--- src/brfr_pkg.sv ---
package brfr_pkg;

   // Widths of the command and result fields.
   localparam int OPCODE_W = 2;
   localparam int ARG_A_W = 7;
   localparam int ARG_B_W = 6;
   localparam int LIT_W = 10;
   localparam int ARG_B_N = 1 << ARG_B_W;
   localparam logic [LIT_W-1:0] LIT_MAX = '1;

   // Widest row the engine supports; row updates travel at this width.
   localparam int COLS_MAX = 64;
   localparam int GRP_W = 8;
   localparam int GRP_N = COLS_MAX / GRP_W;
   localparam int GRP_CNT_W = $clog2(GRP_W + 1);
   localparam int SUM_W = $clog2(COLS_MAX + 1);

   typedef enum logic [OPCODE_W-1:0] {
      OP_FILL    = 2'd0,
      OP_ROT_ROW = 2'd1,
      OP_ROT_COL = 2'd2,
      OP_NONE    = 2'd3
   } opcode_type;

   typedef enum logic [1:0] {
      MODE_FILL,
      MODE_ROT_ROW,
      MODE_GATHER,
      MODE_SCATTER
   } mode_type;

   typedef enum logic [1:0] {
      SEQ_IDLE,
      SEQ_PASS,
      SEQ_DRAIN,
      SEQ_FINISH
   } seq_state_type;

   typedef struct packed {
      logic start;
      opcode_type opcode;
      logic [ARG_A_W-1:0] arg_a;
      logic [ARG_B_W-1:0] arg_b;
   } cmd_type;

   typedef struct packed {
      logic wr;
      logic [COLS_MAX-1:0] old_bits;
      logic [COLS_MAX-1:0] new_bits;
   } row_upd_type;

endpackage

--- src/bitmap_rect_fill_rotate_engine.sv ---
// Bitmap engine: a ROWS x COLS one-bit-per-pixel image kept one row per word
// in a small synchronous memory. Each request transaction (req_opcode,
// req_arg_a, req_arg_b) fills the top-left rectangle, rotates one row right or
// rotates one column down; each produces exactly one response transaction
// carrying rsp_lit_count, the number of lit pixels afterwards (saturated at 1023).
// Both channels use valid/stall; a transaction completes when valid is high and
// stall is low. One command is worked on at a time: req_stall is high from
// acceptance until the response is loaded into the output register.
// A fill of height h reads and rewrites h rows, a row rotate one row, a column
// rotate passes over every row twice (one read pass to gather the column, one
// read-modify-write pass to put it back), and a command that changes nothing
// touches no row. The memory's single read and write port moves one row per
// cycle, and the lit count trails the writes by two pipeline stages. A response
// waiting under rsp_stall holds the output register, and the next request is
// still taken meanwhile; only its own result waits.
// Reset clears the image at once through per-row valid flags (no clearing pass)
// and zeroes the count.
module bitmap_rect_fill_rotate_engine #(
   parameter int ROWS = 8,
   parameter int COLS = 64
) (
   input  logic                         clock,
   input  logic                         reset,
   input  logic                         req_valid,
   output logic                         req_stall,
   input  logic [1:0]                   req_opcode,
   input  logic [6:0]                   req_arg_a,
   input  logic [5:0]                   req_arg_b,
   output logic                         rsp_valid,
   input  logic                         rsp_stall,
   output logic [9:0]                   rsp_lit_count
);

   import brfr_pkg::*;

   localparam int ROW_AW = (ROWS > 1) ? $clog2(ROWS) : 1;

   logic               busy_ff, busy_in;
   logic               rsp_valid_ff, rsp_valid_in;
   logic [LIT_W-1:0]   rsp_lit_count_ff, rsp_lit_count_in;
   logic               accept;
   logic               out_free;
   logic               seq_done;
   logic               count_idle;
   logic [LIT_W-1:0]   lit_count;
   cmd_type            cmd;
   row_upd_type        upd;
   logic               rd_en;
   logic [ROW_AW-1:0]  rd_addr;
   logic [COLS-1:0]    rd_data;
   logic               wr_en;
   logic [ROW_AW-1:0]  wr_addr;
   logic [COLS-1:0]    wr_data;

   // A request is taken only while no command is in flight.
   assign accept = req_valid && !busy_ff;
   assign req_stall = busy_ff;

   assign cmd.start = accept;
   assign cmd.opcode = opcode_type'(req_opcode);
   assign cmd.arg_a = req_arg_a;
   assign cmd.arg_b = req_arg_b;

   // The output register can take a new result when it is empty or being drained.
   assign out_free = !rsp_valid_ff || !rsp_stall;

   brfr_ram #(
      .WIDTH (COLS),
      .DEPTH (ROWS),
      .AW    (ROW_AW)
   ) u_ram (
      .clock   (clock),
      .wr_en   (wr_en),
      .wr_addr (wr_addr),
      .wr_data (wr_data),
      .rd_en   (rd_en),
      .rd_addr (rd_addr),
      .rd_data (rd_data)
   );

   brfr_seq #(
      .ROWS   (ROWS),
      .COLS   (COLS),
      .ROW_AW (ROW_AW)
   ) u_seq (
      .clock      (clock),
      .reset      (reset),
      .cmd        (cmd),
      .out_free   (out_free),
      .count_idle (count_idle),
      .done       (seq_done),
      .rd_en      (rd_en),
      .rd_addr    (rd_addr),
      .rd_data    (rd_data),
      .wr_en      (wr_en),
      .wr_addr    (wr_addr),
      .wr_data    (wr_data),
      .upd        (upd)
   );

   brfr_count #(
      .ROWS (ROWS),
      .COLS (COLS)
   ) u_count (
      .clock     (clock),
      .reset     (reset),
      .upd       (upd),
      .idle      (count_idle),
      .lit_count (lit_count)
   );

   always_comb begin
      busy_in = busy_ff;
      if (accept) begin
         busy_in = 1'b1;
      end else if (seq_done) begin
         busy_in = 1'b0;
      end
      rsp_valid_in = rsp_valid_ff && rsp_stall;
      rsp_lit_count_in = rsp_lit_count_ff;
      if (seq_done) begin
         rsp_valid_in = 1'b1;
         rsp_lit_count_in = lit_count;
      end
   end

   always_ff @(posedge clock) begin
      if (reset) begin
         busy_ff <= 1'b0;
         rsp_valid_ff <= 1'b0;
      end else begin
         busy_ff <= busy_in;
         rsp_valid_ff <= rsp_valid_in;
      end
   end

   always_ff @(posedge clock) begin
      rsp_lit_count_ff <= rsp_lit_count_in;
   end

   assign rsp_valid = rsp_valid_ff;
   assign rsp_lit_count = rsp_lit_count_ff;

`ifndef NO_ASSERTIONS
   // A command can only finish while one is in flight.
   a_done_when_busy: assert property (@(posedge clock) disable iff (reset)
      seq_done |-> busy_ff)
      else $error("command finished with no command in flight");

   // An accepted request keeps the input side closed in the next cycle.
   a_busy_after_accept: assert property (@(posedge clock) disable iff (reset)
      (req_valid && !req_stall) |=> busy_ff)
      else $error("engine not busy after accepting a request");

   // A finished command never overwrites a response that is still stalled.
   a_no_overwrite: assert property (@(posedge clock) disable iff (reset)
      seq_done |-> (!rsp_valid_ff || !rsp_stall))
      else $error("response register overwritten while stalled");
`endif

endmodule

--- src/brfr_ram.sv ---
module brfr_ram #(
   parameter int WIDTH = 64,
   parameter int DEPTH = 8,
   parameter int AW = (DEPTH > 1) ? $clog2(DEPTH) : 1
) (
   input  logic             clock,
   input  logic             wr_en,
   input  logic [AW-1:0]    wr_addr,
   input  logic [WIDTH-1:0] wr_data,
   input  logic             rd_en,
   input  logic [AW-1:0]    rd_addr,
   output logic [WIDTH-1:0] rd_data
);

   logic [WIDTH-1:0] mem_ff [DEPTH];
   logic [WIDTH-1:0] rd_data_ff;

   always_ff @(posedge clock) begin
      if (wr_en) begin
         mem_ff[wr_addr] <= wr_data;
      end
      if (rd_en) begin
         rd_data_ff <= mem_ff[rd_addr];
      end
   end

   assign rd_data = rd_data_ff;

endmodule

--- src/brfr_count.sv ---
module brfr_count #(
   parameter int ROWS = 8,
   parameter int COLS = 64
) (
   input  logic                                   clock,
   input  logic                                   reset,
   input  brfr_pkg::row_upd_type                  upd,
   output logic                                   idle,
   output logic [brfr_pkg::LIT_W-1:0]             lit_count
);

   import brfr_pkg::*;

   localparam int TOTAL_W = $clog2(ROWS * COLS + 1);

   logic                 v1_ff, v1_in;
   logic [COLS_MAX-1:0]  old_ff, new_ff;
   logic                 v2_ff, v2_in;
   logic [GRP_CNT_W-1:0] gain_grp_ff [GRP_N];
   logic [GRP_CNT_W-1:0] gain_grp_in [GRP_N];
   logic [GRP_CNT_W-1:0] lost_grp_ff [GRP_N];
   logic [GRP_CNT_W-1:0] lost_grp_in [GRP_N];
   logic [TOTAL_W-1:0]   total_ff, total_in;
   logic [COLS_MAX-1:0]  gain_bits, lost_bits;
   logic [SUM_W-1:0]     gain_sum, lost_sum;
   logic [TOTAL_W+LIT_W-1:0] total_ext;

   // Stage two counts the pixels turned on and off in each group of eight.
   always_comb begin
      gain_bits = new_ff & ~old_ff;
      lost_bits = old_ff & ~new_ff;
      for (int g = 0; g < GRP_N; g++) begin
         gain_grp_in[g] = '0;
         lost_grp_in[g] = '0;
         for (int k = 0; k < GRP_W; k++) begin
            gain_grp_in[g] = gain_grp_in[g] + GRP_CNT_W'(gain_bits[g*GRP_W+k]);
            lost_grp_in[g] = lost_grp_in[g] + GRP_CNT_W'(lost_bits[g*GRP_W+k]);
         end
      end
   end

   // Stage three folds the group counts into the running total.
   always_comb begin
      gain_sum = '0;
      lost_sum = '0;
      for (int g = 0; g < GRP_N; g++) begin
         gain_sum = gain_sum + SUM_W'(gain_grp_ff[g]);
         lost_sum = lost_sum + SUM_W'(lost_grp_ff[g]);
      end
      total_in = total_ff;
      if (v2_ff) begin
         total_in = total_ff + TOTAL_W'(gain_sum) - TOTAL_W'(lost_sum);
      end
   end

   assign v1_in = upd.wr;
   assign v2_in = v1_ff;

   always_ff @(posedge clock) begin
      if (reset) begin
         v1_ff <= 1'b0;
         v2_ff <= 1'b0;
         total_ff <= '0;
      end else begin
         v1_ff <= v1_in;
         v2_ff <= v2_in;
         total_ff <= total_in;
      end
   end

   always_ff @(posedge clock) begin
      old_ff <= upd.old_bits;
      new_ff <= upd.new_bits;
      gain_grp_ff <= gain_grp_in;
      lost_grp_ff <= lost_grp_in;
   end

   assign idle = !v1_ff && !v2_ff;
   assign total_ext = (TOTAL_W + LIT_W)'(total_ff);
   assign lit_count = (total_ext > (TOTAL_W + LIT_W)'(LIT_MAX)) ? LIT_MAX
                                                                 : total_ext[LIT_W-1:0];

endmodule

--- src/brfr_seq.sv ---
module brfr_seq #(
   parameter int ROWS = 8,
   parameter int COLS = 64,
   parameter int ROW_AW = (ROWS > 1) ? $clog2(ROWS) : 1
) (
   input  logic                  clock,
   input  logic                  reset,
   input  brfr_pkg::cmd_type     cmd,
   input  logic                  out_free,
   input  logic                  count_idle,
   output logic                  done,
   output logic                  rd_en,
   output logic [ROW_AW-1:0]     rd_addr,
   input  logic [COLS-1:0]       rd_data,
   output logic                  wr_en,
   output logic [ROW_AW-1:0]     wr_addr,
   output logic [COLS-1:0]       wr_data,
   output brfr_pkg::row_upd_type upd
);

   import brfr_pkg::*;

   localparam int COL_AW = (COLS > 1) ? $clog2(COLS) : 1;

   seq_state_type       state_ff, state_in;
   mode_type            mode_ff, mode_in;
   logic [ROW_AW-1:0]   iss_ff, iss_in;
   logic [ROW_AW-1:0]   last_ff, last_in;
   logic                pend_ff, pend_in;
   logic [ROW_AW-1:0]   pend_row_ff, pend_row_in;
   logic [COLS-1:0]     mask_ff, mask_in;
   logic [COL_AW-1:0]   sh_ff, sh_in;
   logic [COL_AW-1:0]   col_ff, col_in;
   logic [ROW_AW-1:0]   src_ff, src_in;
   logic [ROWS-1:0]     bits_ff, bits_in;
   logic [ROWS-1:0]     row_valid_ff, row_valid_in;

   logic [ROW_AW-1:0]   rows_mod [ARG_B_N];
   logic [COL_AW-1:0]   cols_mod [ARG_B_N];

   logic [ARG_A_W-1:0]  w_sat, h_sat;
   logic [COLS-1:0]     mask_new;
   logic                a_row_ok, a_col_ok;
   logic [COL_AW-1:0]   s_row;
   logic [ROW_AW-1:0]   s_col;
   logic [COLS-1:0]     old_row, new_row;
   logic [2*COLS-1:0]   dbl;

   // Rotation amounts reduced modulo the row and column lengths.
   for (genvar g = 0; g < ARG_B_N; g++) begin : g_mod
      assign rows_mod[g] = ROW_AW'(g % ROWS);
      assign cols_mod[g] = COL_AW'(g % COLS);
   end

   always_comb begin
      w_sat = (cmd.arg_a > ARG_A_W'(COLS)) ? ARG_A_W'(COLS) : cmd.arg_a;
      h_sat = ({1'b0, cmd.arg_b} > ARG_A_W'(ROWS)) ? ARG_A_W'(ROWS) : {1'b0, cmd.arg_b};
      for (int j = 0; j < COLS; j++) begin
         mask_new[j] = ARG_A_W'(j) < w_sat;
      end
      a_row_ok = cmd.arg_a < ARG_A_W'(ROWS);
      a_col_ok = cmd.arg_a < ARG_A_W'(COLS);
      s_row = cols_mod[cmd.arg_b];
      s_col = rows_mod[cmd.arg_b];
   end

   // Sequencer: walks the rows of one pass, two passes for a column rotate.
   always_comb begin
      state_in = state_ff;
      mode_in = mode_ff;
      iss_in = iss_ff;
      last_in = last_ff;
      mask_in = mask_ff;
      sh_in = sh_ff;
      col_in = col_ff;
      rd_en = 1'b0;
      done = 1'b0;
      unique case (state_ff)
         SEQ_IDLE: begin
            if (cmd.start) begin
               unique case (cmd.opcode)
                  OP_FILL: begin
                     mode_in = MODE_FILL;
                     mask_in = mask_new;
                     iss_in = '0;
                     last_in = ROW_AW'(h_sat - ARG_A_W'(1));
                     state_in = (h_sat != '0 && w_sat != '0) ? SEQ_PASS : SEQ_FINISH;
                  end
                  OP_ROT_ROW: begin
                     mode_in = MODE_ROT_ROW;
                     sh_in = s_row;
                     iss_in = ROW_AW'(cmd.arg_a);
                     last_in = ROW_AW'(cmd.arg_a);
                     state_in = (a_row_ok && s_row != '0) ? SEQ_PASS : SEQ_FINISH;
                  end
                  OP_ROT_COL: begin
                     mode_in = MODE_GATHER;
                     col_in = COL_AW'(cmd.arg_a);
                     iss_in = '0;
                     last_in = ROW_AW'(ROWS - 1);
                     state_in = (a_col_ok && s_col != '0) ? SEQ_PASS : SEQ_FINISH;
                  end
                  OP_NONE: begin
                     state_in = SEQ_FINISH;
                  end
               endcase
            end
         end
         SEQ_PASS: begin
            rd_en = 1'b1;
            if (iss_ff == last_ff) begin
               state_in = SEQ_DRAIN;
            end else begin
               iss_in = iss_ff + ROW_AW'(1);
            end
         end
         SEQ_DRAIN: begin
            if (mode_ff == MODE_GATHER) begin
               mode_in = MODE_SCATTER;
               iss_in = '0;
               state_in = SEQ_PASS;
            end else begin
               state_in = SEQ_FINISH;
            end
         end
         SEQ_FINISH: begin
            if (count_idle && out_free) begin
               done = 1'b1;
               state_in = SEQ_IDLE;
            end
         end
      endcase
   end

   assign rd_addr = iss_ff;
   assign pend_in = rd_en;
   assign pend_row_in = iss_ff;

   // Row modify stage: works on the row read in the previous cycle.
   always_comb begin
      old_row = row_valid_ff[pend_row_ff] ? rd_data : '0;
      dbl = {old_row, old_row} << sh_ff;
      new_row = old_row;
      wr_en = 1'b0;
      bits_in = bits_ff;
      src_in = src_ff;
      if (state_ff == SEQ_IDLE && cmd.start) begin
         src_in = (s_col == '0) ? '0 : ROW_AW'(ROWS) - s_col;
      end
      if (pend_ff) begin
         case (mode_ff)
            MODE_FILL: begin
               new_row = old_row | mask_ff;
               wr_en = 1'b1;
            end
            MODE_ROT_ROW: begin
               new_row = dbl[2*COLS-1:COLS];
               wr_en = 1'b1;
            end
            MODE_GATHER: begin
               bits_in[pend_row_ff] = old_row[col_ff];
            end
            MODE_SCATTER: begin
               new_row[col_ff] = bits_ff[src_ff];
               wr_en = 1'b1;
               src_in = (src_ff == ROW_AW'(ROWS - 1)) ? '0 : src_ff + ROW_AW'(1);
            end
            default: begin
               wr_en = 1'b0;
            end
         endcase
      end
      row_valid_in = row_valid_ff;
      if (wr_en) begin
         row_valid_in[pend_row_ff] = 1'b1;
      end
   end

   assign wr_addr = pend_row_ff;
   assign wr_data = new_row;
   assign upd.wr = wr_en;
   assign upd.old_bits = COLS_MAX'(old_row);
   assign upd.new_bits = COLS_MAX'(new_row);

   always_ff @(posedge clock) begin
      if (reset) begin
         state_ff <= SEQ_IDLE;
         pend_ff <= 1'b0;
         row_valid_ff <= '0;
      end else begin
         state_ff <= state_in;
         pend_ff <= pend_in;
         row_valid_ff <= row_valid_in;
      end
   end

   always_ff @(posedge clock) begin
      mode_ff <= mode_in;
      iss_ff <= iss_in;
      last_ff <= last_in;
      pend_row_ff <= pend_row_in;
      mask_ff <= mask_in;
      sh_ff <= sh_in;
      col_ff <= col_in;
      src_ff <= src_in;
      bits_ff <= bits_in;
   end

endmodule

--- config.mk ---
export PLATFORM = sky130hd
export DESIGN_NAME = bitmap_rect_fill_rotate_engine
export DESIGN_NICKNAME = d
export VERILOG_FILES = /design/src/brfr_pkg.sv /design/src/bitmap_rect_fill_rotate_engine.sv /design/src/brfr_ram.sv /design/src/brfr_count.sv /design/src/brfr_seq.sv
export SDC_FILE = /design/constraint.sdc
export NUM_CORES = 2
export LEC_CHECK = 0
export ABC_CLOCK_PERIOD_IN_PS = 6850
export BUFFER_PORTS_ARGS = -buffer_cell sky130_fd_sc_hd__buf_2
export CAP_MARGIN = 10
export CORE_ASPECT_RATIO = 0.5
export CORE_MARGIN = 2
export CORE_UTILIZATION = 50
export DETAILED_ROUTE_END_ITERATION = 8
export HOLD_SLACK_MARGIN = 0.02
export PLACE_DENSITY = 0.65
export SYNTH_ARGS = -nofsm -noshare
export SYNTH_HDL_FRONTEND = slang
export SYNTH_SLANG_ARGS = --single-unit
--- constraint.sdc ---
create_clock -name clock -period 6.85 [get_ports clock]
set_input_delay 1.37 -clock clock [delete_from_list [all_inputs] [get_ports clock]]
set_output_delay 1.37 -clock clock [all_outputs]
set_load 0.05 [all_outputs]
==> reports/metrics.yaml <==
avgSynthCellArea_sq_um: 13.64
antenna_found_initial: 12
drtIter0Drc: 4871
grt_pass1_wl_um: 210500
drv_slew: 0
p_per_area_nw_per_um2: 412.3
core_sq_um: 90270
clk_path_buf_depth: 3
grt_pass1_vias: 28990
maxCapViolCount: 0
crit-reg2reg-launch: "u_count.lost_grp_ff[24]"
leakagePower_uw: 0.01813
rsz0062_at_grt: "false"
die_x_um: 430.1
cts-root-buf: "clkbuf_16"
synth_ff_type: "edfxtp_1"
fin_nets: 3564
grt_overflow_total: 0
drive_gt1_share_pct: 19.11
initial_utilization_pct: 50.27
gp_congestion: 1.075
grtUsageTotal_pct: 31.90
dr.pass1.iters: 6
synth_warnings: 0
peakVddDrop_v: 0.0006017
max_freq_mhz: 153.5
hold_slack_ps: 462.2
cts_inserted_buffers: 79
die_area_sq_um: 93340
dp_slack_ps: 376.5
syn2layout_area_growth_pct: 9.382
synth-seq-cells: 901
io_pins: 31
die_h_um: 217.0
crit_fanout: 3
cts.sinks: 901
cts_tree: "done"
synth.cell_area_sq_um: 45380
cts.clk_slew.worst_paths_ps: 60
cpPeakStageDelay_ps: 570
critPathRequiredTime_ps: 7440
num_rows: 78
seq_area_frac_synth_pct: 54.70
path_class: "reg -> reg"
rrSetupSlack_ps: 340
vias: 30090
htreeDepth: 3
min_period_ps: 6513
hpwl_um: 102100
hold_depth: 0
placed_area_sq_um: 47040
nFillCells: 7221
reg2reg_depth: 21
clk-insertion-delay-late_ps: 690
crit_path_end_kind: "flip-flop"
ant_nets: 0
drc: 0
max-slew-margin-rel_pct: 4.161
final_common_cell: "edfxtp_1"
synth_cell_types: 82
skew_ps: 38.78
post_drt_wl_per_cell_um: 32.26
syn-num-nets: 3560
critPathSlowestCell: "fa_1"
post-cts-setup-buffers: 0
crit_chain: "ha_1, fa_1, xor2_1, fa_1, inv_1, fa_1, fa_1, inv_1, fa_1, inv_1, fa_1, inv_1, fa_1, inv_1, ha_1, a21oi_1, o21ai_0, a2111o_1, a311oi_1, xnor2_1, a211oi_1"
fin_crit_sh_pct: 95.08
synth_edf_count: 678
final_core_util_pct: 54.99
hold_path.class: "reg -> reg"
final-hold-violation-count: 0
grt_max_degree: 84
worstPathArrival_ps: 7110
final_cell_area_sq_um: 49640
synth_cells: 3328
crit_start: "u_count.lost_grp_ff[24]"
setup_viol: 0
totalWireLength_um: 148400
status: "completed"
ctsHoldBuffers: 0
cts_resized: 0
setup_ws_ps: 336.8
final_cell_mix: "edfxtp_1, inv_1, mux4_2"
worst_pin_slew_ps: 1438
io_buffers: 30
endpoint: "u_count.total_ff[9]"
r2r-end: "u_count.total_ff[9]"
cp_common_cell: "fa_1"
fin_setup_tns_ps: 0
cp-start-kind: "flip-flop"
async_flop_share_pct: 0
routed_via_density: 6.540
sequential cells by signal, summed over array words and instances, names as in the netlist, 6 cells and up:
| name | count |
|---|---|
| rsp_lit_count | 10 |
| u_count.total_ff | 10 |
| u_seq.mask_ff | 64 |
| u_ram.mem_ff | 512 |
| u_seq.bits_ff | 8 |
| u_seq.row_valid_ff | 8 |
| u_count.old_ff | 64 |
| u_ram.rd_data | 64 |
| u_count.lost_grp_ff | 32 |
| u_seq.sh_ff | 6 |
| u_count.gain_grp_ff | 32 |
| u_seq.col_ff | 6 |
| u_count.new_ff | 64 |
metal layers:
metal / share of wire [%] / up-vias / GRT usage, %
met5: 0.11 / - / 1.025
met3: 14 / 391 / 12.01
li1: - / 12350 / -
met2: 40 / 2097 / 43.90
met1: 42 / 15250 / 46.40
met4: 3.8 / 6 / 10.42
stage by stage:
step                power (uW)  cells
floorplan                12870   3328
global placement         15720   4448
finish                   20470   4600
CTS                      20320   4594
global route             21330   4597
detailed placement       15820   4448
synth_stat cells, drive strengths merged, types with 5 or more instances:
master / number / area (sq um)
o221a: 12 / 135.1
buf: 71 / 374.1
a2bb2oi: 14 / 122.6
a21o: 24 / 180.2
a2111oi: 7 / 61.31
mux4: 263 / 5942
nor3: 33 / 165.2
nor3b: 10 / 75.07
a211oi: 27 / 202.7
nand2: 186 / 698.2
inv: 287 / 1077
a31oi: 6 / 37.54
nand3: 13 / 65.06
o22ai: 19 / 125.1
and2: 14 / 87.59
o21ai: 162 / 810.8
mux2i: 65 / 650.6
nor2b: 98 / 613.1
xnor2: 30 / 262.8
and3: 5 / 31.28
a211o: 16 / 140.1
nor2: 222 / 833.3
o22a: 6 / 52.55
o211ai: 17 / 127.6
ha: 104 / 1301
a221oi: 10 / 112.6
nand2b: 78 / 488.0
or2: 6 / 37.54
a22oi: 10 / 75.07
dfxtp: 223 / 4464
mux2: 124 / 1404
clkbuf: 127 / 476.7
o21a: 11 / 82.58
a221o: 10 / 100.1
fa: 109 / 2182
o21bai: 9 / 67.56
o31ai: 5 / 37.54
a21oi: 149 / 745.7
xor2: 6 / 52.55
edfxtp: 678 / 20360
worst max-delay path: cells and delay by family, from the launching register on:
kind | cells | cell delay, ps
DFF | 1 | 300
xor gates and xnor gates | 2 | 270
AOI/OAI and AO/OA | 5 | 1420
buffers and inverters | 5 | 270
adders and majority gates | 9 | 4160
layout make-up:
| class | count | area (sq um) | area share [%] |
|---|---|---|---|
| Timing Repair Buffer | 121 | 908.4 | 1.830 |
| Inverter | 289 | 1085 | 2.185 |
| Multi-Input combinational cell | 1940 | 18750 | 37.77 |
| Antenna cell | 3 | 7.507 | 0.01512 |
| Tap cell | 1200 | 1501 | 3.024 |
| Sequential cell | 901 | 24820 | 50.01 |
| Clock inverter | 38 | 346.6 | 0.6982 |
| Clock buffer | 108 | 2220 | 4.471 |
cells by family after synthesis:
logic type / count (synthesis) / synth area share [%]
mux: 452 / 17.62
xor+xnor: 36 / 0.6947
compound gates: 555 / 7.915
flops: 901 / 54.70
buf+inv: 487 / 4.265
simple gates: 684 / 7.135
fa+ha+maj: 213 / 7.675
worst min-delay path by stage:
stage,startpoint,endpoint,slack [ps]
after floorplan,u_seq.rd_addr[0],u_seq.wr_addr[0],370
after detailed placement,u_count.total_ff[0],rsp_lit_count[0],450
after CTS,u_count.total_ff[0],rsp_lit_count[0],470
after global routing,u_count.total_ff[4],rsp_lit_count[4],490
final,u_count.total_ff[0],rsp_lit_count[0],460
after global placement,u_count.total_ff[4],rsp_lit_count[4],450
power by group:
group	internal (uW)	switching, uW	total (uW)
combinational	3440	4670	8110
sequential	6780	1080	7860
clock	2440	2050	4490
Note: power is estimated with default switching activity, not from simulation.
